$ cat config.mk
export PLATFORM = sky130hd
export DESIGN_NAME = cosine_similarity_stream
export DESIGN_NICKNAME = d
export VERILOG_FILES = /design/src/sv/css_pkg.sv /design/src/sv/cosine_similarity_stream.sv /design/src/sv/css_ctrl.sv /design/src/sv/css_datapath.sv
export SDC_FILE = /design/constraint.sdc
export NUM_CORES = 2
export LEC_CHECK = 0
export ABC_CLOCK_PERIOD_IN_PS = 12700
export BUFFER_PORTS_ARGS = -buffer_cell sky130_fd_sc_hd__buf_2
export CORE_MARGIN = 1.5
export CORE_UTILIZATION = 65
export DETAILED_ROUTE_END_ITERATION = 16
export PLACE_DENSITY = 0.81
export REMOVE_ABC_BUFFERS = 1
export SYNTH_ARGS = -nofsm -noshare
export SYNTH_HDL_FRONTEND = slang
export SYNTH_HIERARCHICAL = 1
export SYNTH_SLANG_ARGS = --single-unit
$ cat constraint.sdc
create_clock -name clk_i -period 12.7 [get_ports clk_i]
set_input_delay 1.27 -clock clk_i [delete_from_list [all_inputs] [get_ports clk_i]]
set_output_delay 1.27 -clock clk_i [all_outputs]
set_load 0.02 [all_outputs]
$ cat src/sv/css_pkg.sv
// Shared widths, datapath command and status types for the cosine similarity block.
// No dependencies.
package css_pkg;

  localparam int EW = 16;   // element width
  localparam int DW = 45;   // dot sum width, signed
  localparam int NW = 44;   // norm sum width, unsigned
  localparam int PW = 89;   // norm product and squared dot width
  localparam int MW = 128;  // serial multiplier accumulator width
  localparam int BW = 45;   // serial multiplier operand B width
  localparam int QW = 16;   // result magnitude width
  localparam int TW = 17;   // odd trial factor width
  localparam int KW = 4;    // result bit index width

  localparam logic [QW-1:0] M_LIMIT = 16'd32768;
  localparam logic [KW-1:0] K_TOP   = 4'd15;

  typedef enum logic [1:0] {
    MUL_PN,
    MUL_DD,
    MUL_PT,
    MUL_XT
  } mul_sel_e;

  typedef struct packed {
    logic     acc_en;
    logic     mul_load;
    mul_sel_e mul_sel;
    logic     mul_step;
    logic     store_p;
    logic     store_r;
    logic     keep_bit;
    logic     next_bit;
    logic     out_load;
  } css_cmd_t;

  typedef struct packed {
    logic zero;
    logic mul_done;
    logic over;
    logic cmp_le;
    logic last_bit;
    logic out_busy;
  } css_stat_t;

endpackage

$ cat src/sv/cosine_similarity_stream.sv
// Top level of the streaming cosine similarity block.
// Depends on css_pkg, css_ctrl and css_datapath.
//
// Usage:
//   Input channel (in_valid_i/in_ready_o) carries one element pair per
//   transfer, signed Q1.15, with last_i on the final pair of a vector.
//   Pairs without last_i are taken one per cycle; the sums saturate.
//   On the last pair the block stops taking input and computes
//   dot / sqrt(norm_a * norm_b) with a shared serial shift-add multiplier:
//   the norm product and squared dot, then two trial multiplies for each
//   of 16 result bits; how long each multiply runs is set by the operand
//   bit counts.
//   A zero norm skips the search: result 0 with zero_norm_o set.
//   The result waits in an output register; while the receiver stalls,
//   input is taken again, and the next result waits for the register.
//   Reset clears the sums and drops any pending result.
module cosine_similarity_stream import css_pkg::*; (
  input  logic                 clk_i,
  input  logic                 rst_ni,
  input  logic                 in_valid_i,
  output logic                 in_ready_o,
  input  logic signed [EW-1:0] elem_a_i,
  input  logic signed [EW-1:0] elem_b_i,
  input  logic                 last_i,
  output logic                 out_valid_o,
  input  logic                 out_ready_i,
  output logic signed [EW-1:0] similarity_o,
  output logic                 zero_norm_o,
  output logic                 saturated_o
);

  css_cmd_t  cmd;
  css_stat_t stat;

  css_ctrl u_ctrl (
    .clk_i      (clk_i),
    .rst_ni     (rst_ni),
    .in_valid_i (in_valid_i),
    .last_i     (last_i),
    .in_ready_o (in_ready_o),
    .stat_i     (stat),
    .cmd_o      (cmd)
  );

  css_datapath u_dp (
    .clk_i        (clk_i),
    .rst_ni       (rst_ni),
    .elem_a_i     (elem_a_i),
    .elem_b_i     (elem_b_i),
    .last_i       (last_i),
    .cmd_i        (cmd),
    .stat_o       (stat),
    .out_ready_i  (out_ready_i),
    .out_valid_o  (out_valid_o),
    .similarity_o (similarity_o),
    .zero_norm_o  (zero_norm_o),
    .saturated_o  (saturated_o)
  );

endmodule

$ cat src/sv/css_ctrl.sv
// Controller for the cosine similarity block: sequences accumulation, the
// serial multiplies and the bitwise result search. Depends on css_pkg.
module css_ctrl import css_pkg::*; (
  input  logic      clk_i,
  input  logic      rst_ni,
  input  logic      in_valid_i,
  input  logic      last_i,
  output logic      in_ready_o,
  input  css_stat_t stat_i,
  output css_cmd_t  cmd_o
);

  typedef enum logic [2:0] {
    S_ACC,
    S_CHK,
    S_MULP,
    S_MULR,
    S_TRIAL,
    S_MULX,
    S_MULY,
    S_OUT
  } state_e;

  state_e state_q, state_d;

  assign in_ready_o = (state_q == S_ACC);

  always_comb begin
    cmd_o   = '0;
    state_d = state_q;
    case (state_q)
      S_ACC: begin
        cmd_o.acc_en = in_valid_i;
        if (in_valid_i && last_i) state_d = S_CHK;
      end
      S_CHK: begin
        cmd_o.mul_load = 1'b1;
        cmd_o.mul_sel  = MUL_PN;
        state_d = stat_i.zero ? S_OUT : S_MULP;
      end
      S_MULP: begin
        if (stat_i.mul_done) begin
          cmd_o.store_p  = 1'b1;
          cmd_o.mul_load = 1'b1;
          cmd_o.mul_sel  = MUL_DD;
          state_d = S_MULR;
        end else begin
          cmd_o.mul_step = 1'b1;
        end
      end
      S_MULR: begin
        if (stat_i.mul_done) begin
          cmd_o.store_r = 1'b1;
          state_d = S_TRIAL;
        end else begin
          cmd_o.mul_step = 1'b1;
        end
      end
      S_TRIAL: begin
        if (stat_i.over) begin
          cmd_o.next_bit = 1'b1;
          state_d = stat_i.last_bit ? S_OUT : S_TRIAL;
        end else begin
          cmd_o.mul_load = 1'b1;
          cmd_o.mul_sel  = MUL_PT;
          state_d = S_MULX;
        end
      end
      S_MULX: begin
        if (stat_i.mul_done) begin
          cmd_o.mul_load = 1'b1;
          cmd_o.mul_sel  = MUL_XT;
          state_d = S_MULY;
        end else begin
          cmd_o.mul_step = 1'b1;
        end
      end
      S_MULY: begin
        if (stat_i.mul_done) begin
          cmd_o.keep_bit = stat_i.cmp_le;
          cmd_o.next_bit = 1'b1;
          state_d = stat_i.last_bit ? S_OUT : S_TRIAL;
        end else begin
          cmd_o.mul_step = 1'b1;
        end
      end
      S_OUT: begin
        if (!stat_i.out_busy) begin
          cmd_o.out_load = 1'b1;
          state_d = S_ACC;
        end
      end
      default: state_d = S_ACC;
    endcase
  end

  always_ff @(posedge clk_i or negedge rst_ni) begin
    if (!rst_ni) begin
      state_q <= S_ACC;
    end else begin
      state_q <= state_d;
    end
  end

endmodule

$ cat src/sv/css_datapath.sv
// Datapath for the cosine similarity block: saturating sums, serial
// shift-add multiplier, result search registers and output register.
// Depends on css_pkg.
module css_datapath import css_pkg::*; (
  input  logic                 clk_i,
  input  logic                 rst_ni,
  input  logic signed [EW-1:0] elem_a_i,
  input  logic signed [EW-1:0] elem_b_i,
  input  logic                 last_i,
  input  css_cmd_t             cmd_i,
  output css_stat_t            stat_o,
  input  logic                 out_ready_i,
  output logic                 out_valid_o,
  output logic signed [EW-1:0] similarity_o,
  output logic                 zero_norm_o,
  output logic                 saturated_o
);

  logic signed [DW-1:0] dot_q, dsn_q;
  logic [NW-1:0]        na_q, nb_q, nas_q, nbs_q;
  logic                 sat_q, sats_q, zero_q;

  logic signed [2*EW-1:0] p_ab, p_aa, p_bb;
  logic signed [DW:0]     d_ext;
  logic [NW:0]            na_ext, nb_ext;
  logic signed [DW-1:0]   d_new;
  logic [NW-1:0]          na_new, nb_new;
  logic                   sat_now;

  assign p_ab = elem_a_i * elem_b_i;
  assign p_aa = elem_a_i * elem_a_i;
  assign p_bb = elem_b_i * elem_b_i;

  assign d_ext  = {dot_q[DW-1], dot_q} + (DW+1)'(p_ab);
  assign na_ext = {1'b0, na_q} + (NW+1)'(p_aa[2*EW-2:0]);
  assign nb_ext = {1'b0, nb_q} + (NW+1)'(p_bb[2*EW-2:0]);

  always_comb begin
    sat_now = 1'b0;
    d_new   = d_ext[DW-1:0];
    na_new  = na_ext[NW-1:0];
    nb_new  = nb_ext[NW-1:0];
    if (d_ext[DW] != d_ext[DW-1]) begin
      sat_now = 1'b1;
      d_new   = d_ext[DW] ? {1'b1, {(DW-1){1'b0}}} : {1'b0, {(DW-1){1'b1}}};
    end
    if (na_ext[NW]) begin
      sat_now = 1'b1;
      na_new  = '1;
    end
    if (nb_ext[NW]) begin
      sat_now = 1'b1;
      nb_new  = '1;
    end
  end

  always_ff @(posedge clk_i or negedge rst_ni) begin
    if (!rst_ni) begin
      dot_q <= '0;
      na_q  <= '0;
      nb_q  <= '0;
      sat_q <= 1'b0;
    end else if (cmd_i.acc_en) begin
      if (last_i) begin
        dot_q <= '0;
        na_q  <= '0;
        nb_q  <= '0;
        sat_q <= 1'b0;
      end else begin
        dot_q <= d_new;
        na_q  <= na_new;
        nb_q  <= nb_new;
        sat_q <= sat_q | sat_now;
      end
    end
  end

  // snapshot of the finished vector
  always_ff @(posedge clk_i) begin
    if (cmd_i.acc_en && last_i) begin
      dsn_q  <= d_new;
      nas_q  <= na_new;
      nbs_q  <= nb_new;
      sats_q <= sat_q | sat_now;
      zero_q <= (na_new == '0) || (nb_new == '0);
    end
  end

  logic [BW-1:0] ad;
  assign ad = dsn_q[DW-1] ? BW'(-dsn_q) : BW'(dsn_q);

  // result search: m is built from the top bit down
  logic [QW-1:0] m_q, mt;
  logic [KW-1:0] k_q;
  logic [TW-1:0] t;

  assign mt = m_q | (QW'(1) << k_q);
  assign t  = {mt, 1'b0} - TW'(1);

  always_ff @(posedge clk_i) begin
    if (cmd_i.acc_en && last_i) begin
      m_q <= '0;
      k_q <= K_TOP;
    end else if (cmd_i.next_bit) begin
      if (cmd_i.keep_bit) m_q <= mt;
      k_q <= k_q - KW'(1);
    end
  end

  // serial shift-add multiplier
  logic [MW-1:0] mul_a_q, mul_acc_q, a_sel;
  logic [BW-1:0] mul_b_q, b_sel;
  logic [PW-1:0] p_q, r_q;

  always_comb begin
    case (cmd_i.mul_sel)
      MUL_PN: begin
        a_sel = MW'(nas_q);
        b_sel = BW'(nbs_q);
      end
      MUL_DD: begin
        a_sel = MW'(ad);
        b_sel = ad;
      end
      MUL_PT: begin
        a_sel = MW'(p_q);
        b_sel = BW'(t);
      end
      MUL_XT: begin
        a_sel = mul_acc_q;
        b_sel = BW'(t);
      end
      default: begin
        a_sel = '0;
        b_sel = '0;
      end
    endcase
  end

  always_ff @(posedge clk_i) begin
    if (cmd_i.mul_load) begin
      mul_a_q   <= a_sel;
      mul_b_q   <= b_sel;
      mul_acc_q <= '0;
    end else if (cmd_i.mul_step) begin
      if (mul_b_q[0]) mul_acc_q <= mul_acc_q + mul_a_q;
      mul_a_q <= mul_a_q << 1;
      mul_b_q <= mul_b_q >> 1;
    end
    if (cmd_i.store_p) p_q <= mul_acc_q[PW-1:0];
    if (cmd_i.store_r) r_q <= mul_acc_q[PW-1:0];
  end

  // output register
  logic                 out_valid_q;
  logic signed [EW-1:0] sim_q;
  logic                 zn_q, so_q;

  always_ff @(posedge clk_i or negedge rst_ni) begin
    if (!rst_ni) begin
      out_valid_q <= 1'b0;
    end else if (cmd_i.out_load) begin
      out_valid_q <= 1'b1;
    end else if (out_ready_i) begin
      out_valid_q <= 1'b0;
    end
  end

  always_ff @(posedge clk_i) begin
    if (cmd_i.out_load) begin
      zn_q <= zero_q;
      so_q <= sats_q;
      if (zero_q) begin
        sim_q <= '0;
      end else if (dsn_q[DW-1]) begin
        sim_q <= -$signed(m_q);
      end else if (m_q > 16'd32767) begin
        sim_q <= 16'sd32767;
      end else begin
        sim_q <= $signed(m_q);
      end
    end
  end

  assign out_valid_o  = out_valid_q;
  assign similarity_o = sim_q;
  assign zero_norm_o  = zn_q;
  assign saturated_o  = so_q;

  assign stat_o.zero     = zero_q;
  assign stat_o.mul_done = (mul_b_q == '0);
  assign stat_o.over     = (mt > M_LIMIT);
  assign stat_o.cmp_le   = (mul_acc_q <= MW'({r_q, 32'b0}));
  assign stat_o.last_bit = (k_q == '0);
  assign stat_o.out_busy = out_valid_q && !out_ready_i;

  a_zero_sim: assert property (@(posedge clk_i) disable iff (!rst_ni)
    (out_valid_q && zn_q) |-> (sim_q == '0))
    else $error("nonzero similarity with zero norm");
  a_m_range: assert property (@(posedge clk_i) disable iff (!rst_ni)
    cmd_i.next_bit |=> (m_q <= M_LIMIT))
    else $error("result magnitude out of range");
  a_no_step_done: assert property (@(posedge clk_i) disable iff (!rst_ni)
    cmd_i.mul_step |-> !stat_o.mul_done)
    else $error("multiplier stepped after completion");

endmodule

Word-level counts from Yosys, hierarchy flattened
Cells that the tools add are included.
- register bits: 790
- latch bits: 0
- RAM bits: 0
- memory bits (read-only): 0
- output and inout bits: 20
- word-level logic and storage cells: 121
- memories kept: 0
- add/subtract/negate cells: 8
- multiply operators: 3
- divide/modulo/power cells: 0
- magnitude comparators: 3
- equality and inequality tests: 17
- shift-type cells: 1
- multiplexer cells: 48
- bitwise gates (word level): 2
- reductions and logical operators: 18
- operators by type and width (cell ; count):
    $pmux 128 s4 ; 1
    $mux 45 ; 6
    $mux 128 ; 2
    $mux 44 ; 4
    $pmux 45 s3 ; 1
    $add 128x128->128 ; 1
    $le 128x121->1 ; 1
    $add 44x31->45 ; 2
    $logic_not 44->1 ; 2
    $mul 16x16->31 ; 2
    $add 45x32->46 ; 1
    $logic_not 45->1 ; 1
    $neg 45->45 ; 1
    $mux 3 ; 11
    $mul 16x16->32 ; 1
    $mux 16 ; 2
    $pmux 3 s8 ; 1
    $sub 17x1->17 const B ; 1
    $gt 16x15->1 const B ; 1
    $gt 16x16->1 const B ; 1
    $mux 1 ; 16
    $neg 16->16 ; 1
    $or 16x16->16 ; 1
    $shl 1x4->16 const A ; 1
    24 further kinds ; 38

Logic depth before layout (Yosys ltp)
- depth in word-level cells: 9
- gate-level depth with buffers: 42

Modules after synthesis
Netlist, hierarchy kept.
- by module, submodules not included (module ; times used ; cells an instance ; area an instance (sq um) ; seq. area each (sq um)):
    css_datapath ; 1 ; 8024 ; 76659.8 ; 21475.6
    css_ctrl ; 1 ; 49 ; 390.4 ; 75.1

Worst setup path before layout
Ideal clock, no wire load.
- kind: input port to flip-flop
- from: in elem_a_i[3]
- to: reg u_dp.zero_q, data pin
- arrival: 9583 ps
- required time: 12520 ps
- setup slack: 2937 ps
- cell stages on the path: 38
- buffers on the path: 2
- path through: clkbuf_1 -> clkbuf_1 -> nand2_1 -> inv_1 -> fa_1 -> inv_1 -> fa_1 -> fa_1 -> fa_1 -> inv_1 -> fa_1 -> inv_1 -> fa_1 -> inv_1 -> ha_1 -> nand3_1 -> nand2_1 -> a41o_1 -> [2 not listed] -> a41oi_1 -> o21bai_1 -> a21oi_1 -> xnor2_1 -> ha_1 -> inv_1 -> o21bai_1 -> a21oi_1 -> o21ai_0 -> a2111oi_0 -> a21oi_1 -> a31oi_1 -> nor3b_1 -> xnor2_1 -> nand2_1 -> nor4b_1 -> nand4b_1 -> o41ai_2
- longest elaborated chain between the ends: 5
- RTL lines (element ; RTL line ; RTL):
    from (decl) ; cosine_similarity_stream.sv:22 ; input logic signed [EW-1:0] elem_a_i,
    $mul 16x16->31 ; css_datapath.sv:31 ; assign p_aa = elem_a_i * elem_a_i;
    $add 44x31->45 ; css_datapath.sv:35 ; assign na_ext = {1'b0, na_q} + (NW+1)'(p_aa[2*EW-2:0]);
    $mux 44 ; css_datapath.sv:47 ; if (na_ext[NW]) begin
    $logic_not 44->1 ; css_datapath.sv:85 ; zero_q <= (na_new == '0) || (nb_new == '0);
    $logic_or 1x1->1 ; css_datapath.sv:85 ;
    to (signal assigned) ; css_datapath.sv:85 ;
    to (decl) ; css_datapath.sv:21 ; logic sat_q, sats_q, zero_q;
Every way passes these cells.
A chain may end at the register's enable or synchronous reset.

Worst setup path in the final report
- from: in elem_a_i[9]
- to: reg u_dp.zero_q, data pin
The elaborated chain is that of the path after synthesis.

==> key figures <==
Outcome
  • Status: finished clean

Timing
  • Clock skew: 28.3 ps
  • Final min period: 10,960 ps
  • Slew HR: 8.11%
  • Final Max Tran Viols: 0
  • Setup violators final: 0
  • Fin. Hold Viols: 0
  • Setup TNS: 0 ps
  • Slew @ Worst Pin: 1360 ps
  • Maximum clock rate: 91.3 MHz
  • Final worst-path cycle share: 86.3%
  • Unrepaired setup endpoints after global routing: false

Clock tree
  • H-Tree Depth: 3
  • Post-cts sizing count: 0
  • CTS buffer count: 80
  • Number of setup buffers added after CTS: 0
  • CTS tree: done
  • CTS Root Cell: clkbuf_16
  • Clock Pin Slew Worst Setup and Hold Paths: 70 ps
  • CTS Sinks: 790
  • CTS Hold Bufs: 0
  • Clock Tree Buf Depth: 3
  • Worst skew pair latency: 660 ps

Placement
  • Dpl hpwl: 170,000 um
  • PortBufs: 56
  • Routability congestion estimate from global placement: 1.01

GRT
  • Number of global-route vias before repair: 61,300
  • GRT overflow: 0
  • Initial antenna violation count: 7
  • First-pass GRT wire length: 345,000 um
  • Total global-route track usage: 36.8%
  • Largest net degree at the start of global routing: 147

Floorplanning
  • Die W: 347 um
  • Die height: 347 um
  • Number of cell rows: 126
  • Starting Density: 65.4%
  • Die area: 121,000 sq um
  • Core area: 118,000 sq um
  • Num ports: 57

Setup path
  • WS Path Type: in2reg
  • Most Frequent Cell on Critical Path: fa_1
  • Slowest stage cell, crit path: a31oi_1
  • Worst Path Required: 13,170 ps
  • Crit path launch type: input pin
  • Crit end category: flip-flop
  • CP max FO: 34
  • Worst EP arrival: 11,430 ps
  • Critical Path Max Stage Delay: 810 ps

Run
  • Max cap viols: 0

Routing
  • DRC: 0
  • Via count: 59,800
  • Final wirelength: 221,000 um
  • Vias/cell: 6.28
  • DRT Pass-1 Iters: 6
  • Routed wire per std cell: 23.3 um
  • Iteration-0 DRC count of the detailed router: 5,868
  • Post-route ant nets: 0

Synthesis
  • #FFs+latches synth: 790
  • Post-synthesis sequential area ratio: 28.0%
  • Ys async rst share: 17.5%
  • Synth cell types: 97
  • Main flop type after synthesis: edfxtp_1
  • Syn. warnings: 6
  • Mapped Area: 77,100 sq um
  • Number of synthesized flops with an enable pin: 504
  • Syn_area_per_cell: 9.54 sq um
  • Synthesized instance count: 8,073

Layout
  • Area growth syn-to-layout: 5.31%
  • Share of layout cells above drive strength 1: 5.07%
  • Nets: 9,346

Worst hold path
  • Hold Crit Class: reg2reg
## cells in the mapped netlist (91+ instances only)
cell / count / area [sq um]
fa_1: 808 / 16200
a21oi_1: 531 / 2660
dfxtp_1: 148 / 2960
clkbuf_1: 345 / 1290
dfrtp_1: 138 / 3450
o21ai_0: 291 / 1460
a21o_1: 158 / 1190
xnor2_1: 242 / 2120
nor2_1: 503 / 1890
xor2_1: 131 / 1150
nand3_1: 120 / 601
ha_1: 598 / 7480
nand4_1: 107 / 669
edfxtp_1: 504 / 15100
and2_1: 159 / 995
nor3_1: 91 / 455
nand2_1: 722 / 2710
inv_1: 1193 / 4480
a22o_1: 162 / 1420
## worst max-delay path: cells and delay by family
kind	cells	cell delay (ps)
compound gates	13	3680
fa+ha+maj	8	3620
simple gates	7	1430
buf+inv	6	980
xor+xnor	2	410
## through the flow
stage          std cells  area, sq um  utilization, %  hold slack (ps)  worst slack [ps]
2_1_floorplan       7695        75600               -              400             -3570
3_3_place_gp        9357        78500            66.6              412              1460
3_5_place_dp        9357        78500            66.6              421              1280
4_1_cts             9506        81100            68.9              434              1940
5_1_grt             9508        81100            68.9              430               966
6_report            9510        81100            68.9              426              1740
## state kept, by name, summed over array words and instances (netlist names), 45 cells and up
register        cells
u_dp/mul_a_q      128
u_dp/dsn_q         45
u_dp/mul_acc_q    128
u_dp/r_q           89
u_dp/dot_q         45
u_dp/p_q           89
u_dp/mul_b_q       45
## path summary, 6_finish.rpt
check,from,end,slack [ps],depth (start not counted)
max,elem_a_i[9],u_dp/zero_q$_DFFE_PP_,1740,36
min,u_dp/sats_q$_DFFE_PP_,u_dp/saturated_o$_DFFE_PP_,430,0
max reg2reg,u_dp/dot_q[15]$_DFFE_PN0P_,u_dp/dot_q[1]$_DFFE_PN0P_,5120,22
min reg2reg,u_dp/sats_q$_DFFE_PP_,u_dp/saturated_o$_DFFE_PP_,430,0
max in group asynchronous,rst_ni,u_ctrl/state_q[1]$_DFFE_PN0P_,10560,2
min in group asynchronous,rst_ni,u_dp/na_q[12]$_DFFE_PN0P_,630,1
## area by class of cell
cell class | count | area (sq um)
multi-input combinational | 5703 | 49600
fill | 8930 | 36600
sequential | 790 | 21600
inverter | 1202 | 4520
clock buffer | 97 | 2160
tap | 1536 | 1920
timing repair buffer | 126 | 825
clock inverter | 52 | 510
antenna | 4 | 10.0
## placed cells by master (no fill, tap or decap), drive strengths merged, types with 49 or more instances in the layout
cell type	netlist	final
o21ai	300	300
xor2	131	131
nor3	92	92
nand2b	83	83
a31oi	57	57
clkbuf	345	97
nor2b	89	89
nand3	120	120
a22o	162	162
dfxtp	148	148
nor4	49	49
a211oi	55	55
and3	55	55
inv	1196	1207
mux2i	65	65
nand4	107	107
nand2	723	723
fa	808	808
nor2	504	504
dfrtp	138	138
edfxtp	504	504
o2bb2ai	62	62
o21bai	75	75
a21oi	533	533
buf	33	126
and2	160	160
a21o	158	158
xnor2	242	242
ha	598	598
## metal layers
layer | global-route usage (%) | part of all wire [%] | vias to the layer above
li1 | - | - | 27000
met1 | 45.3 | 38 | 29300
met2 | 60.8 | 47 | 2782
met3 | 4.96 | 7.4 | 712
met4 | 25.2 | 8.0 | 6
met5 | 0 | 0.024 | -
## cell families (layout without fill, tap and decap cells)
family / Yosys count / in the layout / synth area share (%)
and+or+nand+nor: 2123 / 2123 / 13.1
AOI/OAI and AO/OA: 1672 / 1672 / 14.3
buffers and inverters: 1580 / 1477 / 7.72
adders and majority gates: 1426 / 1426 / 31.0
DFF: 790 / 790 / 28.0
xor gates and xnor gates: 373 / 373 / 4.24
muxes: 109 / 109 / 1.73
other: 0 / 4 / 0
Power is left out: the tool's default activity adds up to more than one toggle a clock period on the data nets, which glitch-free logic cannot reach.
